<file path="config.mk">
export PLATFORM = sky130hd
export DESIGN_NAME = m4v4t_merge
export DESIGN_NICKNAME = d
export VERILOG_FILES = /design/src/m4v4t_pkg.sv /design/src/m4v4t_merge.sv
export SDC_FILE = /design/constraint.sdc
export NUM_CORES = 1
export LEC_CHECK = 0
export ABC_AREA = 1
export ABC_CLOCK_PERIOD_IN_PS = 10400
export BUFFER_PORTS_ARGS = -buffer_cell sky130_fd_sc_hd__buf_2
export CAP_MARGIN = 20
export CORE_AREA = 2 2 103 105
export CTS_BUF_LIST = sky130_fd_sc_hd__clkbuf_4 sky130_fd_sc_hd__clkbuf_8
export CTS_CLUSTER_DIAMETER = 120
export DETAILED_ROUTE_END_ITERATION = 10
export DIE_AREA = 0 0 105 107
export GPL_TIMING_DRIVEN = 1
export PLACE_DENSITY = 0.83
export SETUP_SLACK_MARGIN = 0.05
export SLEW_MARGIN = 20
export SYNTH_ARGS = -nofsm -noshare
export SYNTH_HDL_FRONTEND = slang
export SYNTH_SLANG_ARGS = --single-unit
</file>
<file path="constraint.sdc">
create_clock -name clk_i -period 10.4 [get_ports clk_i]
set_input_delay 0.52 -clock clk_i [delete_from_list [all_inputs] [get_ports clk_i]]
set_output_delay 0.52 -clock clk_i [all_outputs]
set_load 0.01 [all_outputs]
</file>
<file path="src/m4v4t_pkg.sv">
package m4v4t_pkg;

  // Vector shape and field widths.
  localparam int unsigned VecLen    = 4;
  localparam int unsigned CompW     = 32;
  localparam int unsigned EntryW    = 16;
  localparam int unsigned RowW      = VecLen * EntryW;
  localparam int unsigned DataW     = VecLen * CompW;

  // Widths through the lane pipeline: product, pair sum, full sum.
  localparam int unsigned ProdW     = EntryW + CompW;
  localparam int unsigned PairW     = ProdW + 1;
  localparam int unsigned SumW      = ProdW + 2;
  localparam int unsigned FracShift = 12;
  localparam int unsigned ShW       = SumW - FracShift;

  // Configuration port.
  localparam int unsigned CfgIdxW   = 4;

  typedef enum logic [CfgIdxW-1:0] {
    REG_ROW_ZERO  = 4'd0,
    REG_ROW_ONE   = 4'd1,
    REG_ROW_TWO   = 4'd2,
    REG_ROW_THREE = 4'd3
  } cfg_reg_e;

  // Identity matrix, one Q4.12 one on the diagonal of each row.
  localparam logic [RowW-1:0] RowReset [VecLen] = '{
    64'h0000_0000_0000_1000,
    64'h0000_0000_1000_0000,
    64'h0000_1000_0000_0000,
    64'h1000_0000_0000_0000
  };

  typedef logic signed [CompW-1:0] comp_t;

  // Stage enables that the top level hands to every lane.
  typedef struct packed {
    logic en_mul;
    logic en_pair;
    logic en_sum;
  } lane_ctrl_t;

endpackage

</file>
<file path="src/m4v4t_merge.sv">
// Gathers the four lane results into one beat and holds it until it is taken.
module m4v4t_merge
  import m4v4t_pkg::*;
(
  input  logic              clk_i,
  input  logic              rst_ni,
  input  logic              load_i,
  input  comp_t             res_i [VecLen],
  input  logic [VecLen-1:0] clip_i,
  output logic              free_o,
  output logic              m_axis_tvalid,
  input  logic              m_axis_tready,
  output logic [DataW-1:0]  m_axis_tdata,   // out_x, out_y, out_z, out_w from bit 0
  output logic [0:0]        m_axis_tuser    // clipped
);

  logic             valid_d, valid_q;
  logic [DataW-1:0] data_d, data_q;
  logic             clip_d, clip_q;

  // The output register can take a new beat when empty or being drained.
  assign free_o = !valid_q || m_axis_tready;

  always_comb begin
    valid_d = free_o ? load_i : valid_q;
    for (int i = 0; i < VecLen; i++) begin
      data_d[i*CompW +: CompW] = res_i[i];
    end
    clip_d = |clip_i;
  end

  always_ff @(posedge clk_i or negedge rst_ni) begin
    if (!rst_ni) begin
      valid_q <= 1'b0;
    end else begin
      valid_q <= valid_d;
    end
  end

  always_ff @(posedge clk_i) begin
    if (load_i && free_o) begin
      data_q <= data_d;
      clip_q <= clip_d;
    end
  end

  assign m_axis_tvalid   = valid_q;
  assign m_axis_tdata    = data_q;
  assign m_axis_tuser[0] = clip_q;

endmodule

</file>
; Word-level counts from Yosys, hierarchy flattened
; Index checks and enable logic that the tools add are counted.
[totals]
reg_bits = 130
out_inout_bits = 131
wordCells = 7
[classes]
reduce_logical = 4
[op_table]
columns = operator, count
row1 = 4-bit OR reduction, 1
row2 = 1-bit logical AND, 1
row3 = 1-bit zero test, 1
row4 = 1-bit logical OR, 1

; Logic depth before layout (Yosys ltp)
; Gate-level depths: netlist of the first run.
[depth]
word_depth = 3
mapped_depth = 3
depth_no_buf = 3

; Worst setup path before layout of the first run
; Ideal clock, no wire load.
[synth_path]
kind = input-to-reg
from = in load_i
to = reg data_q[0] (netlist: m_axis_tdata[0]) (enable)
setup_time_ps = 660
arrival_time_ps = 6773
t_required_ps = 9740
setup_slack_ps = 2968
path_stages = 2
n_path_buf = 0
path_cell_list = inv_1 -> a21oi_1
[synth_between]
elab_chain_cells = 1
[synth_lines]
columns = element, line_no
row1 = "start, declared", m4v4t_merge.sv:7  ; input logic load_i,
row2 = 1-bit logical AND, m4v4t_merge.sv:41  ; if (load_i && free_o) begin
row3 = "end signal, assigned", m4v4t_merge.sv:42  ; data_q <= data_d;
row4 = "end, declared", m4v4t_merge.sv:18  ; logic [DataW-1:0] data_d, data_q;
; No other way between the ends.
; A chain may end at the register's enable or synchronous reset.

; Final worst setup path of the first run
[layout_path]
from = reg valid_q (netlist: m_axis_tvalid)
to = reg data_q[94] (netlist: m_axis_tdata[94]) (enable)
[layout_between]
elab_chain_cells = 3
[layout_lines]
columns = element, line_no
row1 = "start, declared", m4v4t_merge.sv:17  ; logic valid_d, valid_q;
row2 = "start signal, assigned", m4v4t_merge.sv:36  ; valid_q <= valid_d;
row3 = 1-bit zero test, m4v4t_merge.sv:22  ; assign free_o = !valid_q || m_axis_tready;
row4 = 1-bit logical OR, m4v4t_merge.sv:22
row5 = 1-bit logical AND, m4v4t_merge.sv:41
; No other way between the ends.

==> run metrics, run 1 <==
Nets=562; Final Util=57.9%; P&R area growth vs syn=48.6%; gr ovfl total=0; Syn. warnings=0; top post-synthesis cells by area=edfxtp_1, dfrtp_1, nand2_1; setup TNS=0 ns; peak supply drop=0.110 mV; Required @ worst endpoint=10.45 ns; Die W=105 um; die height=107 um; Setup Viol. Count Final=0; GPL Wtd Cong=0.726; adder-cell share of the synthesized area=0%; list of most frequent post-synthesis cells=edfxtp_1, nand2_1, inv_1, nor2_1; mux cell area share after synthesis=0%; H-tree Lvls=4; crit path time final=2.41 ns; worst skew pair latency=0.42 ns; Hold Crit Class=in2reg; Worst Tran Pin Value=0.799 ns; Worst path depth=3; Clock Path Buffers=2; # DRC=0; status=finished clean; register area=0.00390 mm2; Global Route Usage Sum=15.8%; crit-path leading delay family=buffers and inverters; first-pass GRT wire length=12900 um; vias in the first global route=2582; setup bufs post-CTS=0; Post-synth EDFFs=129; count leader, synth=edfxtp_1; worst path cell trace=a21oi_4 > buf_4 > buf_4; clock sinks=130; WL final=8970 um; Syn Inst Count=138; ANT nets after route=0; Max-Cap Viols=0; Startpoint Class=flip-flop; Leakage Power=2.51 nW; crit path DAT=2.46 ns; Worst-path clk slew=0.07 ns; highest clock rate=415 MHz; fillcell total=807; Post-Synth Simple-Gate Area=0.478%; fin. max-slew vios=0; Rows=37; IO buf count=266; FF+latch count, synth=130; clk_skew=0.00747 ns; Cell Area, Synth=0.00393 mm2; critical-path maximum fanout=66; Async S/R FF share, synth=0.769%; WL per Instance=15.6 um; Multi-input gate area=35.0 um2; vias per cell=4.26; die area=0.0112 mm2; Synth area leader=edfxtp_1; CTS tree=yes; clock buffer count from CTS=17; compound-cell area share of the yosys netlist=0.127%; CP Class=reg2reg; Reg2Reg Depth=3; initial drt markers=102; synth unique cells=6; slowest cell on the critical path=buf_4; CP Capture Type=flip-flop; First-pass DRT Iterations=6; share of cells above drive strength 1=68.0%; slew margin rel.=46.7%; largest family of logic cells by synthesized area=simple AND/OR/NAND/NOR gates; Seq/Total Area, Yosys=99.2%; initial antenna violation count=0; Core Area=0.0101 mm2; clock root buffer master=clkbuf_8; crit-path max cell delay=0.76 ns; Antenna Cells=0; # IOs=267; buffers plus inverters on the worst setup path=2; share of the synthesized area in the top cell type=98.6%; Pwr Density=188 mW/mm2; via count=2444; unrepaired setup endpoints after global routing=false; Final Hold Fails=0; CP dominant cell by count=buf_4; XOR/XNOR share of the synthesized area=0%; Starting Density=38.9%; post-synth net total=274; period utilization=23.2%; Post-synth top flop=edfxtp_1; syn_area_per_cell=28.5 um2; largest net degree at the start of global routing=67; Cells on Worst Hold Path=1
-- final cells by class --
type	instances	area share, %
Inverter	2	0.129
Tap cell	136	2.91
Timing Repair Buffer	269	23.2
Multi-Input combinational cell	6	0.600
Clock inverter	11	1.97
Clock buffer	20	4.39
Sequential cell	130	66.8
-- path summary, 6_finish.rpt --
path                                from          endpoint  slack (ns)
max                        m_axis_tvalid  m_axis_tdata[94]        7.99
min                            res_i[60]  m_axis_tdata[92]        0.27
max reg2reg                m_axis_tvalid  m_axis_tdata[94]        7.99
min reg2reg                m_axis_tvalid     m_axis_tvalid        0.59
max in group asynchronous         rst_ni     m_axis_tvalid        9.91
min in group asynchronous         rst_ni     m_axis_tvalid        0.40
-- placed cells by master (no fill, tap or decap) --
| cell type | synthesis | routed |
|---|---|---|
| edfxtp_1 | 129 | 129 |
| clkinvlp_4 | 0 | 2 |
| inv_1 | 2 | 2 |
| nor2_1 | 2 | 2 |
| clkinv_4 | 0 | 2 |
| buf_4 | 0 | 2 |
| bufinv_16 | 0 | 2 |
| clkbuf_4 | 0 | 3 |
| dfrtp_1 | 1 | 1 |
| buf_2 | 0 | 266 |
| clkinv_1 | 0 | 2 |
| a21oi_4 | 0 | 1 |
| clkbuf_8 | 0 | 17 |
| nand2_1 | 3 | 3 |
| dlygate4sd3_1 | 0 | 1 |
| clkinv_2 | 0 | 3 |
-- layer usage --
layer  GRT usage [%]  up-vias  routed length, um
li1                -     1130                  -
met1            15.9     1129               3130
met2            27.1      170               4730
met3            7.54       15                932
met4            8.57        0                174
met5               0        -                  0
-- registers in the layout (all words and copies together) (netlist names) --
| register | count |
|---|---|
| m_axis_tdata | 128 |
| m_axis_tuser | 1 |
| m_axis_tvalid | 1 |
-- where the power goes --
group	internal, mW	switching (mW)
clock	0.217	0.182
combinational	0.0362	0.0451
sequential	0.611	0.00737
total	0.864	0.235
-- kinds of logic after synthesis --
family / count (synthesis)
flip-flops: 130
AND/OR/NAND/NOR: 5
AO/OA/AOI/OAI: 1
buffers and inverters: 2
-- through the flow --
stage                     instance area, um2  setup WS [ns]  hold slack, ns  total power, mW  cells
after floorplan                         3930           2.97           0.224            0.662    138
after global placement                  5460           7.88           0.295            0.709    542
after CTS                               5840           7.97           0.234             1.11    574
final                                   5840           7.99           0.265             1.10    574
after detailed placement                5460           7.78           0.296            0.713    542
after global routing                    5840           7.81           0.225             1.14    574
-- what timing repair did --
item | CTS | global route
hold endpoints to repair | 1 | 0
gates resized for setup | 0 | 0
hold buffers | 1 | 0
endpoints found under the setup margin | 0 | 0
Note: power is estimated with default switching activity, not from simulation.
==> run 2: changes to the inputs <==
- ABC_CLOCK_PERIOD_IN_PS: 10400 -> 2200
- CORE_AREA: 2 2 103 105 -> unset
- CORE_UTILIZATION: unset -> 38
- DIE_AREA: 0 0 105 107 -> unset
- PLACE_DENSITY: 0.83 -> 0.84
- clock period: 10.4 -> 2.2 ns (I/O delays scaled with it)
==> run 2 against run 1 <==
  * The flow now stops in clock tree synthesis
  * Synthesized cell count stayed put
  * Area after synthesis stayed put
==> run metrics, run 2 <==
die height=104 um; syn_area_per_cell=28.5 um2; Err=[ERROR RSZ-0060] Max buffer count reached.; post-synth net total=274; clock sinks=130; H-tree Lvls=4; Synth area leader=edfxtp_1; placed cell count=539; post_cts resized=0; list of most frequent post-synthesis cells=edfxtp_1, nand2_1, inv_1, nor2_1; setup bufs post-CTS=0; Rows=36; Setup WS pre-CTS=0.839 ns; status=aborted with a tool error; Clock Path Buffers=2; # hold bufs at CTS=115; GPL Wtd Cong=0.732; clock root buffer master=clkbuf_8; Post-synth EDFFs=129; Starting Density=39.7%; Failed at=clock tree synthesis; top post-synthesis cells by area=edfxtp_1, dfrtp_1, nand2_1; DP Wirelength=6550 um; Seq/Total Area, Yosys=99.2%; FF+latch count, synth=130; clock buffer count from CTS=17; Cell Area, Synth=0.00393 mm2; IO buf count=266; Syn. warnings=0; Post-Place Cell Area=0.00548 mm2; # IOs=267; share of the synthesized area in the top cell type=98.6%; synth unique cells=6; Syn Inst Count=138; count leader, synth=edfxtp_1; Die W=104 um; Async S/R FF share, synth=0.769%; Post-synth top flop=edfxtp_1
[run 2: cell counts after synthesis]
No cell type changed its count.
[run 2: kinds of logic after synthesis]
kind of cell / count (synthesis) / share of synthesized area, %
AO/OA/AOI/OAI: 1 / 0.127
flip-flops: 130 / 99.2
AND/OR/NAND/NOR: 5 / 0.478
buffers and inverters: 2 / 0.191
[run 2: through the flow]
| stage | hold WS [ns] | setup TNS [ns] |
|---|---|---|
| 3_3_place_gp | -0.114 | 0 |
| 3_5_place_dp | -0.113 | 0 |
| 2_1_floorplan | -0.186 | -105.09 |
==> run 3: changes to the inputs <==
- ABC_CLOCK_PERIOD_IN_PS: 2200 -> 2860
- CORE_UTILIZATION: 38 -> 25
- CTS_BUF_LIST: sky130_fd_sc_hd__clkbuf_4 sky130_fd_sc_hd__clkbuf_8 -> unset
- CTS_CLUSTER_DIAMETER: 120 -> unset
- PLACE_DENSITY: 0.84 -> unset
- PLACE_DENSITY_LB_ADDON: unset -> 0.15
- SETUP_SLACK_MARGIN: 0.05 -> unset
- clock period: 2.2 -> 2.86 ns (I/O delays scaled with it)
==> run 3 against run 2 <==
  * The flow again stops in clock tree synthesis
  * Synthesized cell count is the same
  * Area after synthesis is the same
==> run metrics, run 3 <==
# hold bufs at CTS=130; Starting Density=25.8%; XOR/XNOR share of the synthesized area=0%; DP Wirelength=6770 um; Err=[ERROR RSZ-0060] Max buffer count reached.; setup bufs post-CTS=0; share of the synthesized area in the top cell type=98.6%; Clock Path Buffers=2; GPL Wtd Cong=0.725; clock root buffer master=clkbuf_16; largest family of logic cells by synthesized area=simple AND/OR/NAND/NOR gates; top post-synthesis cells by area=edfxtp_1, dfrtp_1, nand2_1; Rows=45; Syn. warnings=0; adder-cell share of the synthesized area=0%; IO buf count=266; Setup WS pre-CTS=1.36 ns; die height=127 um; count leader, synth=edfxtp_1; compound-cell area share of the yosys netlist=0.127%; post-synth net total=274; Synth area leader=edfxtp_1; syn_area_per_cell=28.5 um2; # IOs=267; Syn Inst Count=138; Post-synth EDFFs=129; synth unique cells=6; Die W=127 um; Post-synth top flop=edfxtp_1; placed cell count=617; post_cts resized=0; list of most frequent post-synthesis cells=edfxtp_1, nand2_1, inv_1, nor2_1; H-tree Lvls=4; FF+latch count, synth=130; clock sinks=130; Failed at=clock tree synthesis; mux cell area share after synthesis=0%; Async S/R FF share, synth=0.769%; Cell Area, Synth=0.00393 mm2; status=aborted with a tool error; clock buffer count from CTS=17; Seq/Total Area, Yosys=99.2%; Post-Synth Simple-Gate Area=0.478%
## run 3: cell counts after synthesis
No cell type changed its count.
## run 3: cell families after synthesis
kind of cell | after synthesis
flops | 130
buf+inv | 2
simple gates | 5
compound gates | 1
## run 3: through the flow
step | cell area (um2) | setup TNS, ns | utilization [%]
detailed placement | 5580 | 0 | 36.6
floorplan | 3940 | -19.94 | -
global placement | 5580 | 0 | 36.6
